$ cat config.mk
export PLATFORM = sky130hd
export DESIGN_NAME = mva_mul_stage
export DESIGN_NICKNAME = d
export VERILOG_FILES = /design/src/sv/modular_vector_alu_macros.svh /design/src/sv/mva_pkg.sv /design/src/sv/mva_mul_stage.sv
export SDC_FILE = /design/constraint.sdc
export NUM_CORES = 1
export LEC_CHECK = 0
export BUFFER_PORTS_ARGS = -buffer_cell sky130_fd_sc_hd__clkbuf_2
export CAP_MARGIN = 25
export CORE_AREA = 2 2 230 232
export CTS_CLUSTER_DIAMETER = 80
export DETAILED_ROUTE_END_ITERATION = 12
export DIE_AREA = 0 0 232 234
export GPL_TIMING_DRIVEN = 0
export HOLD_SLACK_MARGIN = 0.05
export PLACE_DENSITY = 0.55
export SETUP_SLACK_MARGIN = 0.2
export SYNTH_ARGS = -nofsm -noshare
export SYNTH_HDL_FRONTEND = slang
export SYNTH_SLANG_ARGS = --single-unit
$ cat constraint.sdc
create_clock -name clk -period 0.9 [get_ports clk]
set_input_delay 0.045 -clock clk [delete_from_list [all_inputs] [get_ports clk]]
set_output_delay 0.045 -clock clk [all_outputs]
set_load 0.1 [all_outputs]
$ cat src/sv/modular_vector_alu_macros.svh
// Assertion macros shared by the modular vector ALU RTL.
// Needs clk and rst_n in the scope where a macro is used.
`ifndef MODULAR_VECTOR_ALU_MACROS_SVH
`define MODULAR_VECTOR_ALU_MACROS_SVH

// Same-cycle implication, disabled during reset.
`define MVA_ASSERT_IMP(lbl, ante, cons, msg) \
    lbl: assert property (@(posedge clk) disable iff (!rst_n) (ante) |-> (cons)) \
        else $error(msg);

// Next-cycle implication, disabled during reset.
`define MVA_ASSERT_NXT(lbl, ante, cons, msg) \
    lbl: assert property (@(posedge clk) disable iff (!rst_n) (ante) |=> (cons)) \
        else $error(msg);

`endif

$ cat src/sv/mva_pkg.sv
// Package for the modular vector ALU: operation codes, register indexes,
// the per-item control struct and default parameter values. No dependencies.
package mva_pkg;

    localparam int WORD_BITS_DEF = 64;
    localparam int CFG_INDEX_BITS = 8;

    typedef enum logic [2:0] {
        FUNC_NEG    = 3'd0,
        FUNC_SUB    = 3'd1,
        FUNC_ADD    = 3'd2,
        FUNC_RSUB   = 3'd3,
        FUNC_NEGSUM = 3'd4,
        FUNC_MUL    = 3'd5
    } func_t;

    localparam logic [CFG_INDEX_BITS-1:0] REG_MODULUS    = 8'd0;
    localparam logic [CFG_INDEX_BITS-1:0] REG_MULTIPLIER = 8'd1;

    // Control fields that travel with each item down the pipeline.
    typedef struct packed {
        logic       valid;
        logic [2:0] func;
        logic       last;
    } mva_ctl_t;

endpackage

$ cat src/sv/mva_mul_stage.sv
// One half-step of the shift-and-add modular multiplier: a doubling step
// or a conditional add of a. Depends on mva_pkg.
module mva_mul_stage #(
    parameter int WORD_BITS = mva_pkg::WORD_BITS_DEF,
    parameter int BIT_POS = 0,
    parameter bit ADD_PHASE = 1'b0
) (
    input  logic                 clk,
    input  logic                 rst_n,
    input  logic                 en,
    input  logic [WORD_BITS-1:0] modulus,
    input  mva_pkg::mva_ctl_t    ctl_in,
    input  logic [WORD_BITS-1:0] a_in,
    input  logic [WORD_BITS-1:0] x_in,
    input  logic [WORD_BITS-1:0] acc_in,
    input  logic [WORD_BITS-1:0] res_in,
    output mva_pkg::mva_ctl_t    ctl_out,
    output logic [WORD_BITS-1:0] a_out,
    output logic [WORD_BITS-1:0] x_out,
    output logic [WORD_BITS-1:0] acc_out,
    output logic [WORD_BITS-1:0] res_out
);
    import mva_pkg::*;

    mva_ctl_t ctl_reg;
    logic [WORD_BITS-1:0] a_reg, x_reg, acc_reg, res_reg;
    logic [WORD_BITS-1:0] addend;
    logic [WORD_BITS:0]   sum;
    logic [WORD_BITS-1:0] acc_next;

    // Doubling adds the accumulator to itself; the add phase adds a when the
    // multiplier bit is set. Both stay below m with one subtract.
    always_comb
    begin
        if (ADD_PHASE)
        begin
            addend = x_in[BIT_POS] ? a_in : '0;
        end
        else
        begin
            addend = acc_in;
        end
        sum = {1'b0, acc_in} + {1'b0, addend};
        if (sum >= {1'b0, modulus})
        begin
            sum = sum - {1'b0, modulus};
        end
        acc_next = sum[WORD_BITS-1:0];
    end

    always_ff @(posedge clk or negedge rst_n)
    begin
        if (!rst_n)
        begin
            ctl_reg <= '0;
        end
        else if (en)
        begin
            ctl_reg <= ctl_in;
        end
    end

    always_ff @(posedge clk)
    begin
        if (en)
        begin
            a_reg   <= a_in;
            x_reg   <= x_in;
            acc_reg <= acc_next;
            res_reg <= res_in;
        end
    end

    assign ctl_out = ctl_reg;
    assign a_out   = a_reg;
    assign x_out   = x_reg;
    assign acc_out = acc_reg;
    assign res_out = res_reg;

endmodule

==> results.sh <==
export IMPL_post_dp_cell_area_sq_um=17100
export IMPL_combPwrFrac=0.424
export IMPL_hold_violations=39
export IMPL_maxCapViolCount=0
export IMPL_finalWorstSetupSlack_ns=-1.66
export IMPL_power_density_nw_per_um2=1930
export IMPL_seqPwrFrac=0.319
export IMPL_synthXorXnorAreaFrac=0.0403
export IMPL_drive_gt1_frac=0.480
export IMPL_synthDistinctLibCells=72
export IMPL_htreeDepth=1
export IMPL_wl_per_cell_um=21.9
export IMPL_net_switching_power_uw=19900
export IMPL_synth_nets=1451
export IMPL_yosys_area_share_simple=0.0929
export IMPL_avgSynthCellArea_sq_um=12.1
export IMPL_synth_ff_type="edfxtp_1"
export IMPL_cts_root_buf="clkbuf_16"
export IMPL_ys_ff_latch=261
export IMPL_crit_path_cell_trace="clkbuf_2 -> inv_1 -> ha_4 -> a21o_1 -> a31oi_2 -> o31ai_2 -> nor4_4 -> o311ai_4 -> buf_6 -> o211ai_4 -> a211oi_4 -> a31o_1 -> or4b_4 -> nand3_2"
export IMPL_syn_area_sq_um=12800
export IMPL_critPathMaxStageDelay_ns=0.49
export IMPL_grt_overflow=0
export IMPL_critical_path_class="in2reg"
export IMPL_crit_family="compound AO/OA/AOI/OAI gates"
export IMPL_cts_tree="yes"
export IMPL_portBuffers=588
export IMPL_numClockSinks=261
export IMPL_yosys_area_share_adder=0.0640
export IMPL_synth_top_family_by_area="compound AO/OA/AOI/OAI gates"
export IMPL_utilization=0.492
export IMPL_worstMarginPinSlew_ns=0.922
export IMPL_status="finished with violations"
export IMPL_cts_made_buffers=31
export IMPL_dp_slack_ns=-3.02
export IMPL_rsz0062_at_grt="yes"
export IMPL_clock_latency_ns=0.57
export IMPL_holdPathStages=1
export IMPL_final_common_cell="clkbuf_2"
export IMPL_async_reset_ff_frac=0.0192
export IMPL_final_cell_mix="327 x clkbuf_2, 263 x dlygate4sd3_1, 260 x buf_8"
export IMPL_drv_slew=0
export IMPL_yosysSeqAreaShare=0.610
export IMPL_viasPerCell=4.61
export IMPL_drt_first_pass_iters=6
export IMPL_fin_crit_ns=2.56
export IMPL_final_setup_viol_count=326
export IMPL_grt_pass1_vias=13100
export IMPL_grt_pass1_wl_mm=82.3
export IMPL_syn2layout_area_growth_pct=99.9
export IMPL_worst_ep_required_time_ns=1.34
export IMPL_synth_edf_count=256
export IMPL_violations="hold timing, setup timing"
export IMPL_ys_warn_count=0
export IMPL_crit_path_max_fanout=5
export IMPL_antenna_found_initial=20
export IMPL_dieArea_sq_um=54300
export IMPL_critPathBufInv=3
export IMPL_max_slew_margin=0.380
export IMPL_synth_compound_area_frac=0.148
export IMPL_clockBufferDepth=3
export IMPL_tns_ns=-187.35
export IMPL_wl_mm=60.2
export IMPL_ant_nets=0
export IMPL_start_kind="primary input"
export IMPL_start_util=0.246
export IMPL_fin_skew_ns=0
export IMPL_nets=2420
export IMPL_die_x_um=232
export IMPL_finalInstanceArea_sq_um=25600
export IMPL_post_route_drc_count=0
export IMPL_routabilityCongestion=0.846
export IMPL_chipHeight_um=234
export IMPL_syn_inst=1058
export IMPL_hold_path_class="in2reg"
export IMPL_place_inst=2336
export IMPL_whs_ns=-0.0908
export IMPL_coreArea_sq_um=52000
export IMPL_ios=589
export IMPL_internal_power_uw=29500
export IMPL_critPathArrivalTime_ns=3.00
export IMPL_clk_pin_slew_ns=0.06
export IMPL_finalCritPeriodShare=2.85
export IMPL_pwr_share_clk=0.256
export IMPL_grt_max_degree=60
export IMPL_max_vdd_ir_drop_v=0.00134
export IMPL_globalRouteTotalUtil=0.204
export IMPL_cp_slowest_cell="or4b_4"
export IMPL_dp_hpwl_mm=41.3
export IMPL_switching_share=0.403
export IMPL_synth_mux_area_frac=0.00615
export IMPL_row_count=84
export IMPL_path_depth=14
export IMPL_cp_end_kind="register"
export IMPL_r2r_cells=2
export IMPL_vias=12700
export IMPL_drt_iter0_drc=630
export IMPL_p_leak_uw=0.0110
export IMPL_fmax_mhz=390
export IMPL_finalNonFillerCells=2743
==> power groups by stage <==
stage	Sequential, uW	Combinational [uW]	Clock, uW
floorplan	24100	3260	0
global placement	15500	15400	0
detailed placement	15400	15400	0
CTS	15400	19700	13000
global route	15900	21700	13400
finish	15800	20900	12700
==> registers in the layout, indices dropped and copies added (netlist names) <==
signal / cells
a_out: 64
acc_out: 64
ctl_out: 5
res_out: 64
x_out: 64
==> area by class of cell <==
class | instances | area (sq um)
multi-input cells | 673 | 5770
clock inverters | 15 | 191
plain buffers | 41 | 423
repair buffers | 936 | 9370
flip-flops and latches | 261 | 7830
clock buffers | 40 | 820
fillers | 4427 | 26400
diodes | 6 | 15.0
inverters | 83 | 332
well taps | 688 | 861
==> routing by layer <==
layer	up-vias	wire, um	GRT usage	share of wire
li1	5866	-	-	-
met4	28	2680	0.0980	0.045
met1	6156	21700	0.217	0.36
met5	-	172	0	0.0029
met3	137	4850	0.0739	0.081
met2	468	30800	0.357	0.51
==> timing repair <==
| action | 4_1_cts | 5_1_grt |
|---|---|---|
| endpoints found under the setup margin | 516 | 330 |
| pin swaps | 66 | 52 |
| gates resized for setup | 738 | 385 |
| hold buffers | 259 | 4 |
| buffers inserted | 55 | 16 |
| gates cloned | 10 | 2 |
| endpoints found under the hold margin | 303 | 42 |
==> worst paths after layout <==
kind / from / to / slack (ns)
hold / removal: en / a_out[18] / -0.09
min in group asynchronous: rst_n / ctl_out[0] / 0.44
max in group asynchronous: rst_n / ctl_out[1] / 0.27
setup / recovery: modulus[7] / acc_out[62] / -1.66
hold reg to reg: ctl_out[1] / ctl_out[1] / 0.60
setup reg to reg: ctl_out[4] / ctl_out[4] / -0.09
==> synth_stat cells, types with 4 or more instances <==
master     count  area share
o21ai_1        7      0.0027
mux2_2         7      0.0062
o21a_1         8      0.0047
nand2_1      114       0.033
a31oi_1        7      0.0034
o21bai_1      17       0.010
nand2b_1       4      0.0020
ha_1          64       0.062
a21oi_1       83       0.032
o2111ai_1      4      0.0027
o21ai_0       93       0.036
dfrtp_1        5      0.0098
xor2_1        23       0.016
edfxtp_1     256        0.60
nor2_1        37       0.011
inv_1         83       0.024
nor2b_1       10      0.0049
xnor2_1       36       0.025
a211oi_1       4      0.0023
o31ai_2        4      0.0039
and2_1         7      0.0034
a21o_1        26       0.015
nor3_1        14      0.0055
clkbuf_1      24      0.0070
nand4_1       24       0.012
buf_4          7      0.0041
nand3_1       16      0.0062
and3_1         6      0.0029
buf_2          8      0.0031
==> metrics by stage <==
stage	total power, uW	hold slack (ns)
floorplan	27400	-0.251
global placement	30900	-0.111
detailed placement	30900	-0.110
CTS	48100	-0.227
global route	50900	-0.0877
finish	49400	-0.0908
==> cells by family (layout without fill, tap and decap cells) <==
kind of cell	count (synthesis)	after routing
other	0	6
AOI/OAI and AO/OA	292	292
DFF	261	261
muxes	7	7
buffers and inverters	124	1115
and+or+nand+nor	250	250
adders and majority gates	65	65
xor gates and xnor gates	59	59
Power figures use the tool's default switching activity.
