## config.mk

```make
export PLATFORM = sky130hd
export DESIGN_NAME = mva_red_stage
export DESIGN_NICKNAME = d
export VERILOG_FILES = /design/src/sv/modular_vector_alu_macros.svh /design/src/sv/mva_pkg.sv /design/src/sv/mva_red_stage.sv
export SDC_FILE = /design/constraint.sdc
export NUM_CORES = 1
export LEC_CHECK = 0
export BUFFER_PORTS_ARGS = -buffer_cell sky130_fd_sc_hd__buf_4
export CAP_MARGIN = 25
export CORE_AREA = 2 2 307 309
export DETAILED_ROUTE_END_ITERATION = 8
export DIE_AREA = 0 0 309 311
export GPL_TIMING_DRIVEN = 0
export PLACE_DENSITY = 0.54
export SETUP_SLACK_MARGIN = 0.3
export SLEW_MARGIN = 25
export SYNTH_ARGS = -nofsm -noshare
export SYNTH_HDL_FRONTEND = slang
export SYNTH_SLANG_ARGS = --single-unit
```

## constraint.sdc

```tcl
create_clock -name clk -period 2.15 [get_ports clk]
set_clock_uncertainty 0.2 [all_clocks]
set_input_delay 0.1075 -clock clk [delete_from_list [all_inputs] [get_ports clk]]
set_output_delay 0.1075 -clock clk [all_outputs]
set_load 0.01 [all_outputs]
```

## src/sv/modular_vector_alu_macros.svh

```systemverilog
// Assertion macros shared by the modular vector ALU RTL.
// Needs clk and rst_n in the scope where a macro is used.
`ifndef MODULAR_VECTOR_ALU_MACROS_SVH
`define MODULAR_VECTOR_ALU_MACROS_SVH

// Same-cycle implication, disabled during reset.
`define MVA_ASSERT_IMP(lbl, ante, cons, msg) \
    lbl: assert property (@(posedge clk) disable iff (!rst_n) (ante) |-> (cons)) \
        else $error(msg);

// Next-cycle implication, disabled during reset.
`define MVA_ASSERT_NXT(lbl, ante, cons, msg) \
    lbl: assert property (@(posedge clk) disable iff (!rst_n) (ante) |=> (cons)) \
        else $error(msg);

`endif

```

## src/sv/mva_pkg.sv

```systemverilog
// Package for the modular vector ALU: operation codes, register indexes,
// the per-item control struct and default parameter values. No dependencies.
package mva_pkg;

    localparam int WORD_BITS_DEF = 64;
    localparam int CFG_INDEX_BITS = 8;

    typedef enum logic [2:0] {
        FUNC_NEG    = 3'd0,
        FUNC_SUB    = 3'd1,
        FUNC_ADD    = 3'd2,
        FUNC_RSUB   = 3'd3,
        FUNC_NEGSUM = 3'd4,
        FUNC_MUL    = 3'd5
    } func_t;

    localparam logic [CFG_INDEX_BITS-1:0] REG_MODULUS    = 8'd0;
    localparam logic [CFG_INDEX_BITS-1:0] REG_MULTIPLIER = 8'd1;

    // Control fields that travel with each item down the pipeline.
    typedef struct packed {
        logic       valid;
        logic [2:0] func;
        logic       last;
    } mva_ctl_t;

endpackage

```

## src/sv/mva_red_stage.sv

```systemverilog
// One bit step of the operand reduction pipeline (a, b and x mod m).
// Depends on mva_pkg.
module mva_red_stage #(
    parameter int WORD_BITS = mva_pkg::WORD_BITS_DEF,
    parameter int BIT_POS = 0
) (
    input  logic                 clk,
    input  logic                 rst_n,
    input  logic                 en,
    input  logic [WORD_BITS-1:0] modulus,
    input  logic [WORD_BITS-1:0] x_src,
    input  mva_pkg::mva_ctl_t    ctl_in,
    input  logic [WORD_BITS-1:0] a_src_in,
    input  logic [WORD_BITS-1:0] b_src_in,
    input  logic [WORD_BITS-1:0] a_rem_in,
    input  logic [WORD_BITS-1:0] b_rem_in,
    input  logic [WORD_BITS-1:0] x_rem_in,
    output mva_pkg::mva_ctl_t    ctl_out,
    output logic [WORD_BITS-1:0] a_src_out,
    output logic [WORD_BITS-1:0] b_src_out,
    output logic [WORD_BITS-1:0] a_rem_out,
    output logic [WORD_BITS-1:0] b_rem_out,
    output logic [WORD_BITS-1:0] x_rem_out
);
    import mva_pkg::*;

    mva_ctl_t ctl_reg;
    logic [WORD_BITS-1:0] a_src_reg, b_src_reg, a_rem_reg, b_rem_reg, x_rem_reg;
    logic [WORD_BITS-1:0] a_rem_next, b_rem_next, x_rem_next;

    // Shift in one dividend bit and subtract m once if the remainder reached it.
    function automatic logic [WORD_BITS-1:0] step(input logic [WORD_BITS-1:0] r,
                                                  input logic bit_in,
                                                  input logic [WORD_BITS-1:0] m);
        logic [WORD_BITS:0] r2;
        logic [WORD_BITS:0] m2;
        r2 = {r, bit_in};
        m2 = {1'b0, m};
        if (r2 >= m2)
        begin
            r2 = r2 - m2;
        end
        return r2[WORD_BITS-1:0];
    endfunction

    always_comb
    begin
        a_rem_next = step(a_rem_in, a_src_in[BIT_POS], modulus);
        b_rem_next = step(b_rem_in, b_src_in[BIT_POS], modulus);
        x_rem_next = step(x_rem_in, x_src[BIT_POS], modulus);
    end

    always_ff @(posedge clk or negedge rst_n)
    begin
        if (!rst_n)
        begin
            ctl_reg <= '0;
        end
        else if (en)
        begin
            ctl_reg <= ctl_in;
        end
    end

    always_ff @(posedge clk)
    begin
        if (en)
        begin
            a_src_reg <= a_src_in;
            b_src_reg <= b_src_in;
            a_rem_reg <= a_rem_next;
            b_rem_reg <= b_rem_next;
            x_rem_reg <= x_rem_next;
        end
    end

    assign ctl_out   = ctl_reg;
    assign a_src_out = a_src_reg;
    assign b_src_out = b_src_reg;
    assign a_rem_out = a_rem_reg;
    assign b_rem_out = b_rem_reg;
    assign x_rem_out = x_rem_reg;

endmodule

```

==> flow_metrics.env, run 1 <==
export IMPL_status="finished, violations left"
export IMPL_violations="hold timing, setup timing"
export IMPL_die_area_sq_um=96100
export IMPL_antenna_found_initial=27
export IMPL_synth_cell_types=76
export IMPL_clkSinkCount=325
export IMPL_synth_edf_count=320
export IMPL_drtIter0Drc=1655
export IMPL_rsz0062_at_grt="true"
export IMPL_vias=24000
export IMPL_min_path_type="input port to register"
export IMPL_cp_arrival_ps=3900
export IMPL_worstMarginPinSlew_ps=783
export IMPL_synth_seq_cells=325
export IMPL_fin_crit_sh_pct=175
export IMPL_root_buffer="clkbuf_16"
export IMPL_hold_ws_ps=-490
export IMPL_utilization_pct=43.9
export IMPL_p_total_mw=26.6
export IMPL_syn_avg_cell_area_sq_um=9.81
export IMPL_vias_per_cell=4.85
export IMPL_cts_tree="built"
export IMPL_area_growth_pct=76.4
export IMPL_final_common_cell="buf_4"
export IMPL_p_leak_nw=17.0
export IMPL_gp_congestion=0.912
export IMPL_nets=4312
export IMPL_start_util_pct=24.9
export IMPL_slew_limit_headroom_pct=46.4
export IMPL_period_needed_ps=3750
export IMPL_async_flop_share_pct=1.54
export IMPL_dpl_cell_area_sq_um=31000
export IMPL_num_rows=112
export IMPL_drv_cap=0
export IMPL_coreArea_sq_um=92800
export IMPL_postRouteAntennaNets=0
export IMPL_die_y_um=311
export IMPL_clk_latency_ps=590
export IMPL_grt_max_degree=91
export IMPL_ff2ff_setup_slack_ps=1190
export IMPL_stdcell_area_sq_um=40700
export IMPL_synth_flop_cell="edfxtp_1"
export IMPL_wirelength_um=119000
export IMPL_path_class="input port to register"
export IMPL_finalWorstSetupSlack_ps=-1600
export IMPL_firstDrtPassIters=5
export IMPL_grt_pass1_vias=23700
export IMPL_synthCells=2353
export IMPL_final_hold_viol_count=81
export IMPL_p_per_area_nw_per_um2=652
export IMPL_ir_drop_mv=0.509
export IMPL_cts_buffers=44
export IMPL_crit_path_end_kind="register"
export IMPL_yosysWarnings=0
export IMPL_preCtsSetupSlack_ps=-3280
export IMPL_setup_viol_count_final=192
export IMPL_io_pins=781
export IMPL_grt_overflow=0
export IMPL_ys_seq_area_share_pct=42.2
export IMPL_maxSlewViolCount=0
export IMPL_grt_usage_pct=23.1
export IMPL_syn_nets=3004
export IMPL_die_w_um=309
export IMPL_io_buffer_count=717
export IMPL_clock_path_buffers=3
export IMPL_routedWlPerCell_um=24.0
export IMPL_worstPathMaxFanout=3
export IMPL_most_common_layout_cells="buf_4 (836), dlygate4sd3_1 (348), edfxtp_1 (320)"
export IMPL_syn_area_sq_um=23100
export IMPL_clk_pin_slew_ps=60
export IMPL_place_detailed_hpwl_um=89000
export IMPL_critPathLaunchType="input port"
export IMPL_crit_required_ps=2300
export IMPL_drc=0
export IMPL_fmax_mhz=266
export IMPL_htreeDepth=2
export IMPL_grt_pass1_wl_um=162000
export IMPL_drive_gt1_share_pct=41.7
[cell type report]
type	instances	area, sq um
clock inverters	27	300
diodes	9	22.5
flip-flops and latches	325	9730
clock buffers	52	1150
repair buffers	1262	11100
inverters	113	531
well taps	1254	1570
fillers	8963	52000
multi-input cells	1808	15300
plain buffers	107	1050
[stage by stage]
| step | std cells | setup TNS [ps] |
|---|---|---|
| 6_report | 4957 | -266030 |
| 5_1_grt | 4953 | -279020 |
| 4_1_cts | 4855 | -251330 |
| 3_5_place_dp | 4328 | -530340 |
| 3_3_place_gp | 4324 | -1206500 |
| 2_1_floorplan | 2353 | -234680 |
[synth_stat cells, types with 17 or more instances]
cell type  number  share of area (%)
a211oi_1       17               0.55
a21o_1         90                2.9
a21oi_1       335                7.3
a31oi_1        17               0.46
clkbuf_1       78                1.3
edfxtp_1      320                 42
ha_1          192                 10
inv_1         113                1.8
mux2_2         91                4.4
nand2_1       160                2.6
nand2b_1       21               0.57
nand3_1        45               0.98
nand4_1        63                1.7
nor2_1        204                3.3
nor2b_1        22               0.60
nor3_1         23               0.50
o21a_1         24               0.78
o21ai_0       119                2.6
o21bai_1       39                1.3
xnor2_1       117                4.4
xor2_1         68                2.6
[worst paths after layout]
path | startpoint | to | cells past startpoint
hold reg to reg | ctl_out[2]$_DFFE_PN0P_ | ctl_out[2]$_DFFE_PN0P_ | 1
hold / removal | b_src_in[0] | b_src_out[0]$_DFFE_PP_ | 1
setup / recovery | modulus[1] | b_rem_out[60]$_DFFE_PP_ | 17
setup reg to reg | ctl_out[1]$_DFFE_PN0P_ | ctl_out[1]$_DFFE_PN0P_ | 1
min in group asynchronous | rst_n | ctl_out[1]$_DFFE_PN0P_ | 3
max in group asynchronous | rst_n | ctl_out[0]$_DFFE_PN0P_ | 3
[timing repair]
| item | CTS | global route |
|---|---|---|
| hold endpoints to repair | 373 | 95 |
| setup buffers | 128 | 45 |
| pin swaps | 106 | 99 |
| hold buffers | 315 | 33 |
| endpoints found under the setup margin | 192 | 192 |
| cloned | 5 | 15 |
| gates resized for setup | 413 | 245 |
[per-layer routing]
metal	routed length, um	vias up	global-route usage [%]
li1	-	11400	-
met1	47500	11600	27.4
met2	59000	804	40.5
met3	8470	181	5.89
met4	3680	34	6.77
met5	234	-	0
[kinds of logic after synthesis]
group                    Yosys count  synth area share, %
AO/OA/AOI/OAI                    741                 19.5
XOR/XNOR                         185                 7.02
adder cells (fa/ha/maj)          195                 10.7
buffers and inverters            220                 4.08
flip-flops                       325                 42.2
multiplexers                     101                 4.91
AND/OR/NAND/NOR                  586                 11.7
[where the power goes]
part / internal [mW] / switching (mW) / leakage (nW) / total [mW]
clock network: 4.47 / 3.17 / 0.711 / 7.64
registers: 8.03 / 0.296 / 3.19 / 8.32
logic: 5.22 / 5.39 / 13.1 / 10.6
total: 17.7 / 8.86 / 17.0 / 26.6
[sequential cells by signal, indices dropped and copies added (netlist names)]
name	cells
b_rem_out	64
b_src_out	64
a_src_out	64
ctl_out	5
x_rem_out	64
a_rem_out	64
[worst max-delay path: stages]
cell and delay, ps:
buf_8 70, clkinvlp_4 140, buf_12 170, fa_2 350
a21oi_2 180, o211ai_1 140, a21oi_2 280, a211oi_2 140
or4b_4 570, a31oi_4 330, o21a_1 240, o31a_1 240
o21ai_4 100, a21oi_4 240, o41ai_4 130, xor2_1 190
mux2_4 270
(Power assumes the default switching activity.)
==> run 2, diff against run 1 <==
--- a/config.mk
+++ b/config.mk
@@ -5,13 +5,13 @@
 export SDC_FILE = /design/constraint.sdc
 export NUM_CORES = 1
 export LEC_CHECK = 0
-export BUFFER_PORTS_ARGS = -buffer_cell sky130_fd_sc_hd__buf_4
 export CAP_MARGIN = 25
 export CORE_AREA = 2 2 307 309
 export DETAILED_ROUTE_END_ITERATION = 8
 export DIE_AREA = 0 0 309 311
+export DONT_BUFFER_PORTS = 1
 export GPL_TIMING_DRIVEN = 0
-export PLACE_DENSITY = 0.54
+export PLACE_DENSITY = 0.47
 export SETUP_SLACK_MARGIN = 0.3
 export SLEW_MARGIN = 25
 export SYNTH_ARGS = -nofsm -noshare
==> flow_metrics.env, run 2 (synthesis results as in run 1) <==
export IMPL_status="finished, violations left"
export IMPL_violations="hold timing, slew limit, setup timing"
export IMPL_utilization_pct=38.2
export IMPL_wirelength_um=117000
export IMPL_p_per_area_nw_per_um2=703
export IMPL_drc=0
export IMPL_final_cells=4233
export IMPL_postRouteAntennaNets=0
export IMPL_area_growth_pct=53.3
export IMPL_final_hold_viol_count=127
export IMPL_gp_congestion=0.912
export IMPL_finalWorstSetupSlack_ps=-1360
export IMPL_ir_drop_mv=0.585
export IMPL_vias=21400
export IMPL_cp_arrival_ps=3650
export IMPL_firstDrtPassIters=5
export IMPL_ff2ff_setup_slack_ps=560
export IMPL_fmax_mhz=285
export IMPL_topRoutingLayerUsed="met5"
export IMPL_clkSinkCount=325
export IMPL_die_area_sq_um=96100
export IMPL_slew_limit_headroom_pct=-64.5
export IMPL_met3_wirelength_um=8980
export IMPL_grt_max_degree=326
export IMPL_clock_path_buffers=3
export IMPL_wl_met1_um=46300
export IMPL_final_common_cell="dlygate4sd3_1"
export IMPL_rsz0062_at_grt="true"
export IMPL_drive_gt1_share_pct=26.2
export IMPL_wl_met2_um=56000
export IMPL_cts_tree="built"
export IMPL_io_buffer_count=0
export IMPL_io_pins=781
export IMPL_root_buffer="clkbuf_16"
export IMPL_crit_path_end_kind="register"
export IMPL_critPathLaunchType="input port"
export IMPL_ff2ff_path_depth=2
export IMPL_path_class="input port to register"
export IMPL_clk_pin_slew_ps=60
export IMPL_min_path_type="input port to register"
export IMPL_drtIter0Drc=1682
export IMPL_p_leak_nw=13.6
export IMPL_r2r_end="ctl_out[4]$_DFFE_PN0P_"
export IMPL_critical_path_max_stage_delay_ps=380
export IMPL_routedWlPerCell_um=27.6
export IMPL_most_common_layout_cells="dlygate4sd3_1 (380), edfxtp_1 (320), a21oi_1 (204)"
export IMPL_htreeDepth=2
export IMPL_grt_pass1_vias=21400
export IMPL_hold_end="a_src_out[0]$_DFFE_PP_"
export IMPL_worstMarginPinSlew_ps=2470
export IMPL_nets=3596
export IMPL_fin_crit_sh_pct=163
export IMPL_die_w_um=309
export IMPL_crit_required_ps=2290
export IMPL_crit_chain="clkinvlp_4 -> buf_12 -> fa_2 -> a211oi_2 -> nor2_2 -> o31a_1 -> nand2b_4 -> a2111oi_4 -> buf_4 -> o21ai_4 -> o211ai_1 -> buf_4 -> a311oi_4 -> o21ai_2 -> buf_4 -> a21o_1 -> a21oi_2 -> xnor2_1 -> mux2_4"
export IMPL_drv_cap=0
export IMPL_stdcell_area_sq_um=35400
export IMPL_vias_per_cell=5.06
export IMPL_grt_pass1_wl_um=158000
export IMPL_dp_cells=3607
export IMPL_cts_buffers=41
export IMPL_place_detailed_hpwl_um=85600
export IMPL_maxSlewViolCount=236
export IMPL_grt_usage_pct=22.8
export IMPL_hold_start="a_src_in[0]"
export IMPL_antenna_found_initial=9
export IMPL_setup_viol_count_final=197
export IMPL_coreArea_sq_um=92800
export IMPL_die_y_um=311
export IMPL_clk_latency_ps=580
export IMPL_grt_overflow=0
export IMPL_hold_depth=0
export IMPL_crit_top_cell="buf_4"
export IMPL_slowest_stage="fa_2"
export IMPL_start_util_pct=24.9
export IMPL_hold_ws_ps=-609
export IMPL_period_needed_ps=3510
export IMPL_dpl_cell_area_sq_um=25500
export IMPL_num_rows=112
export IMPL_worstPathMaxFanout=4
export IMPL_r2r_start="ctl_out[4]$_DFFE_PN0P_"
## run 2: cell count changes in the layout (fill, tap and decap cells not counted), sizes merged
cell          change
dlymetal6s4s      +1
bufinv            +3
clkbuf           -10
buf             -742
clkinv            -7
diode             -4
inv               +1
dlygate4sd3      +32
clkinvlp          +2
## run 2: area by class of cell
class                           instances  area (sq um)
Tap cell                             1254          1570
Fill cell                            9131         57400
Antenna cell                            5          12.5
Clock inverter                         26           382
Clock buffer                           46          1070
Timing Repair Buffer                  549          5730
Buffer                                107          1010
Sequential cell                       325          9730
Inverter                              113           523
Multi-Input combinational cell       1808         15400
## run 2: metrics by stage
| stage | setup WS (ps) | TNS, ps | power (mW) |
|---|---|---|---|
| 6_report | -1360 | -238810 | 24.9 |
| 5_1_grt | -1410 | -254610 | 25.9 |
| 4_1_cts | -1340 | -234980 | 24.2 |
| 3_5_place_dp | -3290 | -518900 | 14.8 |
| 3_3_place_gp | -3310 | -546980 | 14.8 |
| 2_1_floorplan | -1420 | -234680 | 12.9 |
## run 2: where the power goes
part           internal [mW]  switching [mW]
registers               8.10           0.968
clock network           4.57            3.08
logic                   3.89            4.29
total                   16.6            8.34
## run 2: worst max-delay path by stage
stage	end	from	depth (start not counted)
6_report	a_rem_out[60]$_DFFE_PP_	modulus[1]	19
2_1_floorplan	b_rem_out[60]$_DFFE_PP_	modulus[1]	15
5_1_grt	x_rem_out[8]$_DFFE_PP_	modulus[20]	17
3_5_place_dp	x_rem_out[63]$_DFFE_PP_	modulus[6]	15
3_3_place_gp	x_rem_out[63]$_DFFE_PP_	modulus[6]	15
4_1_cts	b_rem_out[63]$_DFFE_PP_	modulus[8]	17
## run 2: critical path: cells and delay by family
| family | cells | cell delay (ps) |
|---|---|---|
| AO/OA/AOI/OAI | 9 | 1790 |
| XOR/XNOR | 1 | 80 |
| adder cells (fa/ha/maj) | 1 | 380 |
| buffers and inverters | 5 | 760 |
| multiplexers | 1 | 280 |
| AND/OR/NAND/NOR | 2 | 220 |
## run 2: what timing repair did
action                                 in CTS  in global routing
setup endpoints to repair                 192                192
hold buffers                              357                 24
cloned                                      8                 15
gates resized for setup                   381                253
endpoints found under the hold margin     650                426
pin swaps                                  82                 88
setup buffers                              98                 47
## run 2: routing by layer
layer / vias to the layer above / global-route usage (%)
li1: 9922 / -
met1: 10400 / 27.2
met2: 909 / 39.3
met3: 185 / 5.60
met4: 4 / 8.54
met5: - / 0
